**config.mk**
```make
export PLATFORM = sky130hd
export DESIGN_NAME = rcpr_ram
export DESIGN_NICKNAME = d
export VERILOG_FILES = /design/src/sv/rcpr_ram.sv
export SDC_FILE = /design/constraint.sdc
export NUM_CORES = 2
export LEC_CHECK = 0
export ABC_CLOCK_PERIOD_IN_PS = 3050
export BUFFER_PORTS_ARGS = -buffer_cell sky130_fd_sc_hd__buf_2
export CORE_ASPECT_RATIO = 1.25
export CORE_UTILIZATION = 29
export DETAILED_ROUTE_END_ITERATION = 7
export PLACE_DENSITY = 0.48
export SLEW_MARGIN = 40
export SYNTH_ARGS = -nofsm -noshare
export SYNTH_HDL_FRONTEND = slang
export SYNTH_SLANG_ARGS = --single-unit
export TNS_END_PERCENT = 10
```
**constraint.sdc**
```tcl
create_clock -name clk -period 3.05 [get_ports clk]
set_clock_uncertainty 0.05 [all_clocks]
set_input_delay 0.305 -clock clk [delete_from_list [all_inputs] [get_ports clk]]
set_output_delay 0.305 -clock clk [all_outputs]
set_load 0.1 [all_outputs]
```
**src/sv/rcpr_ram.sv**
```systemverilog
// Generic single-write, single-read RAM with registered read data.
module rcpr_ram #(
  parameter int WIDTH = 8,
  parameter int DEPTH = 256
) (
  input  logic                     clk,
  input  logic                     we,
  input  logic [$clog2(DEPTH)-1:0] waddr,
  input  logic [WIDTH-1:0]         wdata,
  input  logic                     re,
  input  logic [$clog2(DEPTH)-1:0] raddr,
  output logic [WIDTH-1:0]         rdata
);

  logic [WIDTH-1:0] mem [DEPTH];

  always_ff @(posedge clk) begin
    if (we) begin
      mem[waddr] <= wdata;
    end
    if (re) begin
      rdata <= mem[raddr];
    end
  end

endmodule

```
==> impl_metrics.tcl <==
set metrics [dict create \
    outcome "finished, final reports clean" \
    clkSlewWorstSetupHoldPaths_ns 0.07 \
    wirelength_um 232000 \
    design_area_sq_mm 0.0955 \
    power_mw 59.1 \
    synth_top_area_share_pct 77.5 \
    crit_required_ns 3.61 \
    synth_flop_cell "edfxtp_1" \
    core.rowCount 214 \
    die_area_sq_mm 0.277 \
    fin_ws_ns 0.191 \
    nets 4451 \
    multi_input_area_sq_mm 0.0166 \
    place_area_sq_mm 0.0891 \
    seq_area_sq_mm 0.0617 \
    synth-seq-cells 2056 \
    grt_pass1_wl_um 328000 \
    rsz0062_at_grt "no" \
    yosysWarnings 0 \
    dpl_worst_slack_ns -0.774 \
    worst_pin_slew_ns 0.851 \
    avgViaCountPerCell 4.95 \
    gp_congestion 0.839 \
    dp.cells 7776 \
    powerDensity_mw_per_mm2 619 \
    yosysTopAreaCell "edfxtp_1" \
    drv_slew 0 \
    relSlewSlack_pct 43.3 \
    core_sq_mm 0.273 \
    cp-end-kind "flip-flop" \
    fill_cells 25400 \
    antenna_found_initial 15 \
    synth_nets 3760 \
    layout_common_cells "2056 x edfxtp_1, 604 x buf_4, 454 x mux4_2, 277 x nor2_1, 205 x clkbuf_16" \
    max_freq_mhz 350 \
    portBuffers 34 \
    synth_edf_count 2056 \
    drive_above_1_share_pct 32.1 \
    min_path_type "in2reg" \
    vias 40300 \
    gr-total-overflow 0 \
    routedWlPerCell_um 28.4 \
    drt_iter0_markers 4023 \
    ys_seq_area_share_pct 77.5 \
    maxCapViolations 0 \
    cts_setup_buffers 0 \
    cts_num_sinks 2056 \
    ant_nets 0 \
    cts_tree "built" \
    cts-root-buf "clkbuf_16" \
    grt_pass1_vias 41900 \
    drc 0 \
    post-dp-hpwl_um 153000 \
    ys_types 54 \
    io_pins 35 \
    min_period_ns 2.86 \
    initial_core_util_pct 29.2 \
    hold_viol 0 \
    netlist_area_sq_mm 0.0796 \
    synthArstFlopShare_pct 0 \
    grt_usage_pct 16.6 \
    p_leak_nw 30.3 \
    crit_fanout 1 \
    final_common_cell "edfxtp_1" \
    avgSynthCellArea_sq_um 21.3 \
    synth_cells 3733 \
    worstSetupStartpointType "flip-flop" \
    grt_max_degree 91 \
    setup_viol 0 \
    area_growth_pct 19.9 \
    fp.dieH_um 588 \
    cts_buffers 201 \
    cts_max_level 4 \
    stdcell_count 8143 \
    crit_arrival_ns 3.42 \
    worstSetupPathType "reg2reg" \
    synth_area_leaders "edfxtp_1 78%, mux4_2 13%, mux2i_1 1.7%" \
    die_x_um 471 \
    drtPass1Iterations 5 \
    finalCritPeriodShare_pct 93.7 \
    irDropWorstVdd_mv 0.471 \
    clockBufferDepth 4 \
    clock_latency_ns 0.88 \
]
## synth_stat cells, types with 2 or more instances
cell	count
nor4_2	3
and2_1	6
nor2_1	282
a2111oi_0	2
a22oi_1	133
o211ai_1	10
a211oi_1	16
nand2_1	33
nor2b_1	31
o221ai_1	46
nand3_1	34
o22ai_1	28
o21ai_1	2
a21oi_1	96
a2111oi_1	2
and3b_1	2
buf_4	27
buf_2	31
a22o_1	8
nor4_1	24
nand2b_1	8
o32ai_1	4
o21ai_0	10
nand4_1	10
o22a_1	5
nand3b_1	2
mux4_2	454
a221oi_1	13
or2_2	4
mux2i_1	134
a311oi_1	2
nor3_1	22
buf_6	21
buf_1	22
a31oi_1	2
clkbuf_1	111
edfxtp_1	2056
mux4_1	2
buf_12	8
buf_8	13
## timing repair
| action | CTS | global route |
|---|---|---|
| gates resized for setup | 1 | 0 |
| setup endpoints to repair | 1 | 0 |
| hold endpoints to repair | 545 | 0 |
| hold buffers | 9 | 0 |
## worst paths after layout
kind	from	endpoint	slack [ns]	cells after the start
worst max-delay path	mem[211][3]	rdata[3]	0.19	6
worst min-delay path	waddr[1]	mem[215][3]	0.06	4
worst max register to register	mem[211][3]	rdata[3]	0.19	6
worst min register to register	mem[26][0]	rdata[0]	1.17	6
## critical path, cell delays in order (launching register included)
cell and delay [ns]:
edfxtp_1 0.37, mux4_2 0.47, a22o_1 0.26, a221oi_2 0.54, o32ai_2 0.34, nor3_2 0.46
nor4_1 0.11
## metrics by stage
step / TNS, ns / util [%] / hold slack, ns
floorplan: 0 / - / 0.354
global placement: -3.45 / 32.7 / 0.662
detailed placement: -2.30 / 32.7 / 0.663
CTS: 0 / 35.0 / 0.00238
global route: 0 / 35.0 / 0.0569
finish: 0 / 35.0 / 0.0606
## where the power goes
part | total [mW] | switching (mW) | internal [mW]
registers | 31.2 | 0.0453 | 31.1
logic | 3.50 | 2.18 | 1.32
clock network | 24.4 | 10.6 | 13.9
total | 59.1 | 12.8 | 46.3
## sequential cells by signal, indices dropped and copies added (netlist names)
name	cells
rdata	8
mem	2048
## final cells by class
type | instances | share of cell area [%]
clock inverters | 105 | 1.02
clock buffers | 249 | 5.55
repair buffers | 721 | 6.70
inverters | 2 | 0.00786
multi-input cells | 1442 | 17.4
well taps | 3564 | 4.67
diodes | 4 | 0.0105
flip-flops and latches | 2056 | 64.7
## cell families after synthesis
| kind of cell | share of synthesized area (%) |
|---|---|
| and+or+nand+nor | 2.63 |
| DFF | 77.5 |
| AOI/OAI and AO/OA | 3.42 |
| muxes | 14.6 |
| buffers and inverters | 1.83 |
## layer usage
layer | vias up | track usage (%) | part of all wire [%]
li1 | 17100 | - | -
met1 | 21800 | 20.9 | 40
met2 | 1080 | 29.3 | 52
met3 | 345 | 1.78 | 3.9
met4 | 0 | 6.00 | 3.6
met5 | - | 0 | 0
No activity file was read; power rests on OpenSTA's default activity.
