## config.mk

```make
export PLATFORM = sky130hd
export DESIGN_NAME = rcpr_div
export DESIGN_NICKNAME = d
export VERILOG_FILES = /design/src/sv/rcpr_pkg.sv /design/src/sv/rcpr_div.sv
export SDC_FILE = /design/constraint.sdc
export NUM_CORES = 1
export LEC_CHECK = 0
export BUFFER_PORTS_ARGS = -buffer_cell sky130_fd_sc_hd__buf_2
export CORE_MARGIN = 2
export CORE_UTILIZATION = 57
export DETAILED_ROUTE_END_ITERATION = 6
export PLACE_DENSITY = 0.82
export SYNTH_ARGS = -nofsm -noshare
export SYNTH_HDL_FRONTEND = slang
export SYNTH_SLANG_ARGS = --single-unit
```

## constraint.sdc

```tcl
create_clock -name clk -period 5.87 [get_ports clk]
set_input_delay 1.174 -clock clk [delete_from_list [all_inputs] [get_ports clk]]
set_output_delay 1.174 -clock clk [all_outputs]
set_load 0.02 [all_outputs]
```

## src/sv/rcpr_pkg.sv

```systemverilog
// Shared types and constants for the row/column permutation remap block.
package rcpr_pkg;

  localparam int MAX_ROWS = 2048;
  localparam int MAX_COLS = 8192;
  localparam int ROW_AW   = $clog2(MAX_ROWS);
  localparam int COL_AW   = $clog2(MAX_COLS);

  localparam int CMD_W    = 2;
  localparam int IDX_W    = 14;
  localparam int CELL_W   = 25;
  localparam int RLEN_W   = 14;
  localparam int RCNT_W   = 12;
  localparam int ROWO_W   = 12;
  localparam int COLO_W   = 14;
  localparam int CFG_IW   = 2;
  localparam int CFG_DW   = 14;

  localparam int DIV_STEPS = CELL_W;
  localparam int DIV_CW    = $clog2(DIV_STEPS);

  localparam logic [RLEN_W-1:0] ROW_LENGTH_RST = RLEN_W'(5678);
  localparam logic [RCNT_W-1:0] ROW_COUNT_RST  = RCNT_W'(1234);

  localparam logic [CMD_W-1:0] CMD_SWAP_ROWS = 2'd0;
  localparam logic [CMD_W-1:0] CMD_SWAP_COLS = 2'd1;
  localparam logic [CMD_W-1:0] CMD_VALUE     = 2'd2;
  localparam logic [CMD_W-1:0] CMD_LOCATE    = 2'd3;

  localparam logic [CFG_IW-1:0] CFG_ROW_LENGTH = 2'd0;
  localparam logic [CFG_IW-1:0] CFG_ROW_COUNT  = 2'd1;

  typedef struct packed {
    logic [CMD_W-1:0]  command;
    logic [IDX_W-1:0]  first_index;
    logic [IDX_W-1:0]  second_index;
    logic [CELL_W-1:0] cell_number;
  } in_item_t;

  typedef struct packed {
    logic [CELL_W-1:0] value_out;
    logic [ROWO_W-1:0] row_out;
    logic [COLO_W-1:0] col_out;
    logic              range_error;
  } out_item_t;

  typedef struct packed {
    logic              start;
    logic [CELL_W-1:0] dividend;
    logic [RLEN_W-1:0] divisor;
  } div_req_t;

  typedef struct packed {
    logic              done;
    logic [CELL_W-1:0] quotient;
    logic [RLEN_W-1:0] remainder;
  } div_rsp_t;

endpackage

```

## src/sv/rcpr_div.sv

```systemverilog
// Iterative restoring divider: one quotient bit per cycle.
module rcpr_div
  import rcpr_pkg::*;
(
  input  logic     clk,
  input  logic     rst,
  input  div_req_t req,
  output div_rsp_t rsp
);

  logic              busy;
  logic              done;
  logic [DIV_CW-1:0] cnt;
  logic [RLEN_W-1:0] rem;
  logic [CELL_W-1:0] qd;
  logic [RLEN_W-1:0] dvs;

  logic [RLEN_W:0]   trial;
  logic [RLEN_W+1:0] diff;
  logic              ge;

  // Shift the next dividend bit into the partial remainder and try a subtract.
  assign trial = {rem, qd[CELL_W-1]};
  assign diff  = {1'b0, trial} - {2'b00, dvs};
  assign ge    = ~diff[RLEN_W+1];

  always_ff @(posedge clk) begin
    if (rst) begin
      busy <= 1'b0;
      done <= 1'b0;
      cnt  <= '0;
    end else begin
      done <= 1'b0;
      if (req.start) begin
        busy <= 1'b1;
        cnt  <= '0;
      end else if (busy) begin
        cnt <= cnt + DIV_CW'(1);
        if (cnt == DIV_CW'(DIV_STEPS - 1)) begin
          busy <= 1'b0;
          done <= 1'b1;
        end
      end
    end
  end

  always_ff @(posedge clk) begin
    if (req.start) begin
      rem <= '0;
      qd  <= req.dividend;
      dvs <= req.divisor;
    end else if (busy) begin
      rem <= ge ? diff[RLEN_W-1:0] : trial[RLEN_W-1:0];
      qd  <= {qd[CELL_W-2:0], ge};
    end
  end

  assign rsp.done      = done;
  assign rsp.quotient  = qd;
  assign rsp.remainder = rem;

endmodule

```

==> metrics.txt, run 1 <==
Post-DP Area=3664 um2; DR WL met2=3301 um; Clock Path Buffers=2; Synth cell types=55; dpl hpwl=4689 um; Non-Filler Instances=443; Synth Net Count=345; leakage power=1.683 nW; CTS tree=built; Max FO, Critical Path=56; Final Cell Area=3902 um2; synth warn=0; Pins Over Slew Limit=0; Remaining Overflow, GRT=0; cell total after placement=427; vias per std cell=5.725; CTS Buf Count=9; root buffer cell=clkbuf_8; H-tree depth=3; Core Box Area=5473 um2; Area Growth Syn to Fin=21.22%; WP data arrival=2.71 ns; gpl congestion=0.8596; critical path required time=5.83 ns; Synth Instances=286; #FFs+latches synth=60; Internal Power=0.0008795 W; crit path time final=2.751 ns; Final setup viols=0; # DRC=0; Worst-path clk slew=0.07 ns; num ports=82; fin util=71.31%; first-pass GRT wire length=11160 um; IO Port Bufs=81; fmax=0.3635 GHz; CTS resizes=0; Sw Share=28.22%; Gate power share=21.0%; Setup crit start kind=input pin; Post-synth top flop=edfxtp_1; Post-CTS Repair Setup Buffers=0; # clock sinks=60; Max Cap Violations=0; Slew @ Worst Pin=0.9334 ns; die height=79.15 um; gr usage total=22.91%; synth top area cells=edfxtp_1 (36%), dfxtp_1 (13%), mux2_2 (9.1%), ha_1 (6.2%), nor2_1 (3.1%); highest routed layer=met4; Crit Path Class=in -> reg; Ant. Diodes=0; syn avg cell area=11.26 um2; Total Wirelength=6789 um; share of the synthesized area in the top cell type=36.38%; PD cells=314.0 nW/um2; Netlist Area Pre-Place=3219 um2; largest net degree at the start of global routing=57; first-pass detailed-route iteration total=4; status=finished clean; hold_buf cts=0; share of layout cells above drive strength 1=35.58%; number of placement rows=27; async set or reset register ratio after synthesis=0%; NetSw=0.0003459 W; RSZ-0062 raised after global routing=no; Initial Utilization=58.82%; layout net count=425; most numerous cell in the Yosys netlist=edfxtp_1; worst min path class=reg -> reg; most area-hungry cell type in the Yosys netlist=edfxtp_1; final hold violation count=0; met3 wire length=425 um; Post-synth EDFFs=39; worst-skew pair later-pin latency=0.34 ns; Die X=79.15 um; sequential share of power=42.1%; Final Skew=0.009718 ns; total negative slack=0 ns; sequential fraction of the synthesis area=49.44%; Detail Route Antenna Nets=0; WL met1=2968 um; CP Capture Type=flip-flop; DR vias=2536; die area=6265 um2; DR iter-0 viols=185; worst vdd ir=0.2218 mV; initial antenna violation count=0; total power=0.001225 W; Slew headroom=37.70%; commonest cells in the netlist=edfxtp_1 (39), nor2_1 (27), mux2_2 (26); clock group share of total power=36.8%; number of global-route vias before repair=2497; WL/cell=15.33 um; Final period util=46.86%
[worst max-delay path, cell delays in order]
cell	delay, ns
buf_2	0.08
buf_4	0.54
nor2_1	0.16
inv_1	0.73
[cell type report]
class                           count  area (um2)
Sequential cell                    60        1592
Fill cell                         394        1570
Multi-Input combinational cell    189        1479
Timing Repair Buffer               82       412.9
Clock buffer                        9       123.9
Clock inverter                      7       115.1
Inverter                           24       90.09
Tap cell                           72       90.09
[worst paths after layout]
path,start,endpoint,slack (ns),depth (start not counted)
max,req[39],qd[17],3.12,4
min,rem[11],rem[11],0.52,1
max reg2reg,rem[6],rem[1],3.23,7
min reg2reg,rem[11],rem[11],0.52,1
[per-layer routing]
metal / up-vias / global-route usage (%)
li1: 1237 / -
met1: 1197 / 29.09
met2: 91 / 37.71
met3: 11 / 5.455
met4: 0 / 9.310
met5: - / 0
[flip-flops by register name, summed over array words and instances, names as in the netlist]
register and flops:
qd 25, busy 1, done 1, rem 14, dvs 14, cnt 5
[power groups by stage]
stage,sequential [W],clock (W),combinational (W)
floorplan,0.000551,0,0.000156
global placement,0.000525,0,0.000246
detailed placement,0.000524,0,0.000255
CTS,0.000516,0.000456,0.000257
global route,0.000522,0.000476,0.000280
finish,0.000516,0.000451,0.000258
[placed cells by master, fill, tap and decap left out, drive strengths merged, types with 2 or more instances in the layout]
master  Yosys  layout
edfxtp     39      39
o21ai      10      10
a21oi      11      11
or2         4       4
clkbuf      7       9
inv        24      24
nor3        3       3
or3         2       2
a221oi      3       3
nor2       27      27
dfxtp      21      21
a311oi      4       4
o21a        6       6
clkinv      0       3
o211ai      2       2
xor2        6       6
o31a        3       3
o31ai       2       2
nand2       8       8
nand3       9       9
nor2b       3       3
bufinv      0       3
a21o        2       2
mux2i       8       8
a31o        3       3
xnor2       2       2
nand4       2       2
mux2       26      26
ha         16      16
nand2b      2       2
buf         6      82
a211oi      5       5
a31oi       3       3
a221o       2       2
[through the flow]
step	setup slack, ns	hold WS [ns]
floorplan	3.181	0.4794
global placement	2.825	0.4974
detailed placement	2.787	0.5143
CTS	3.125	0.5243
global route	3.014	0.5440
finish	3.119	0.5237
[kinds of logic after synthesis]
| logic type | synth area share (%) |
|---|---|
| XOR/XNOR | 2.177 |
| flip-flops | 49.44 |
| buffers and inverters | 4.625 |
| adder cells (fa/ha/maj) | 6.840 |
| AND/OR/NAND/NOR | 9.872 |
| AO/OA/AOI/OAI | 15.47 |
| multiplexers | 11.58 |
(Power assumes the default switching activity.)
==> run 2, diff against run 1 <==
--- a/config.mk
+++ b/config.mk
@@ -7,9 +7,9 @@
 export LEC_CHECK = 0
 export BUFFER_PORTS_ARGS = -buffer_cell sky130_fd_sc_hd__buf_2
 export CORE_MARGIN = 2
-export CORE_UTILIZATION = 57
+export CORE_UTILIZATION = 53
 export DETAILED_ROUTE_END_ITERATION = 6
-export PLACE_DENSITY = 0.82
+export PLACE_DENSITY = 0.77
 export SYNTH_ARGS = -nofsm -noshare
 export SYNTH_HDL_FRONTEND = slang
 export SYNTH_SLANG_ARGS = --single-unit
==> constraint.sdc (replaced) <==
create_clock -name clk -period 2.8 [get_ports clk]
set_input_delay 0.56 -clock clk [delete_from_list [all_inputs] [get_ports clk]]
set_output_delay 0.56 -clock clk [all_outputs]
set_load 0.02 [all_outputs]
==> metrics.txt, run 2 (synthesis gave the netlist of run 1 again) <==
leakage power=1.702 nW (+1.1%); fmax=0.3973 GHz; crit path time final=2.517 ns; hold_buf cts=0 (unchanged); number of global-route vias before repair=2272 (-9.0%); FF-to-FF setup slack=0.28 ns (-2.95 ns); worst-skew pair later-pin latency=0.35 ns (about the same); most common cell after layout, fill and taps aside=buf_2; CP Capture Type=flip-flop; Clock Path Buffers=2 (unchanged); # clock sinks=60 (unchanged); CP Launch Point=rem[6]; Max Cap Violations=0 (unchanged); gpl congestion=0.8820 (+2.6%); Final Cell Area=3944 um2 (+1.1%); area of the multi-input gates=1479 um2 (unchanged); # DRC=0 (unchanged); final hold violation count=0 (unchanged); Crit path max-delay family=compound AO/OA/AOI/OAI gates; layout net count=429 (+0.94%); CP bufs+invs=0 (-3); Detail Route Antenna Nets=0 (unchanged); largest register by flop count=qd; fin util=67.01% (-4.3 points); PnR worst setup slack=0.2832 ns (-2.836 ns); hold_sp=rst; IO Port Bufs=81 (unchanged); CTS Buf Count=9 (unchanged); H-tree depth=3 (unchanged); first-pass detailed-route iteration total=4 (unchanged); Final setup viols=0 (unchanged); Post-DP Area=3697 um2 (+0.92%); gr usage total=21.58% (-1.3 points); Worst-path clk slew=0.07 ns (about the same); hold slack=0.3670 ns (-0.1566 ns); Total Wirelength=6936 um (+2.2%); Setup crit start kind=flip-flop; CP max stage cell=ha_1; max FFs per register=25 (unchanged); total negative slack=0 ns (unchanged); vias per std cell=5.609 (-2.0%); largest net degree at the start of global routing=26 (-54%); PD cells=657.5 nW/um2 (+110%); worst reg-to-reg path cell count=7 (unchanged); Final Skew=0.009492 ns (-0.0002254 ns); Largest regs=qd x25, dvs x14, rem x14; Remaining Overflow, GRT=0 (unchanged); Die X=81.94 um (+3.5%); Max FO, Critical Path=16 (-71%); crit-path cells=ha_1 -> a21o_1 -> a31o_1 -> a221oi_4 -> a31oi_4 -> nor4b_1 -> a311o_1; hold depth=2 (+1); first-pass GRT wire length=10810 um (-3.2%); num ports=82 (unchanged); status=finished clean; Area Growth Syn to Fin=22.50%; root buffer cell=clkbuf_8; Core Box Area=5886 um2 (+7.5%); initial antenna violation count=0 (unchanged); DP Worst Slack=0.3038 ns (-2.484 ns); worst min path class=in -> reg; Post-CTS Repair Setup Buffers=0 (unchanged); Crit Path Class=reg -> reg; Initial Utilization=54.70% (-4.1 points); Pins Over Slew Limit=0 (unchanged); die area=6713 um2 (+7.2%); commonest cells after routing, fill and taps aside=buf_2 (81), edfxtp_1 (39), nor2_1 (27); number of placement rows=28 (+3.7%); Fillers=463 (+18%); CTS resizes=0 (unchanged); worst r2r dst=rem[1]; DR iter-0 viols=140 (-24%); Ant. Diodes=0 (unchanged); RSZ-0062 raised after global routing=no; critical path required time=3.03 ns (-2.80 ns); CP Capture Point=rem[1]; share of layout cells above drive strength 1=36.53% (+0.95 points); Slowest Stage Delay on Critical Path=0.38 ns (-0.35 ns); dpl hpwl=4958 um (+5.7%); Critical Path Stages=7 (+3); WP data arrival=2.75 ns (+0.04 ns); RR Startpoint=rem[6]; Sequential Area=1592 um2 (unchanged); WL/cell=15.41 um (+0.58%); Slew headroom=62.42% (+25 points); DR vias=2524 (-0.47%); die height=81.94 um (+3.5%); Final period util=89.88%; CTS tree=built; Slew @ Worst Pin=0.5629 ns (-0.3706 ns); worst vdd ir=0.4632 mV (+110%)
-- run 2: report_power, final --
group	leakage (nW)	switching, W	total (W)	internal (W)
combinational	1.03	0.000319	0.000552	0.000232
clock	0.116	0.000369	0.000964	0.000595
sequential	0.561	0.0000482	0.00108	0.00103
total	1.70	0.000737	0.00259	0.00186
-- run 2: worst register-to-register path, cell delays in order, from the launching register on --
cell      delay [ns]
dfxtp_1         0.33
ha_1            0.38
a21o_1          0.24
a31o_1          0.25
a221oi_4        0.37
a31oi_4         0.28
nor4b_1         0.23
a311o_1         0.32
-- run 2: worst min path at each step --
stage          slack [ns]  endpoint
3_5_place_dp         0.50    rem[6]
5_1_grt              0.37    dvs[9]
6_report             0.37      busy
4_1_cts              0.35      busy
2_1_floorplan        0.48    cnt[4]
3_3_place_gp         0.48    rem[6]
-- run 2: area by class of cell --
class                   instances  share of cell area, %
flip-flops and latches         60                  40.36
multi-input cells             189                  37.50
repair buffers                 86                  11.23
clock buffers                   9                  3.141
clock inverters                 7                  3.109
well taps                      75                  2.379
inverters                      24                  2.284
-- run 2: routing by layer --
layer | wire, um | vias up | GRT usage (%)
met5 | 0 | - | 0
met1 | 3173 | 1203 | 30.14
li1 | - | 1235 | -
met4 | 101 | 0 | 9.167
met2 | 3248 | 76 | 30.81
met3 | 413 | 10 | 6.923
-- run 2: stage by stage --
| step | cells | total power (W) |
|---|---|---|
| CTS | 450 | 0.002605 |
| floorplan | 286 | 0.001482 |
| finish | 450 | 0.002593 |
| detailed placement | 434 | 0.001643 |
| global placement | 434 | 0.001629 |
| global route | 450 | 0.002706 |
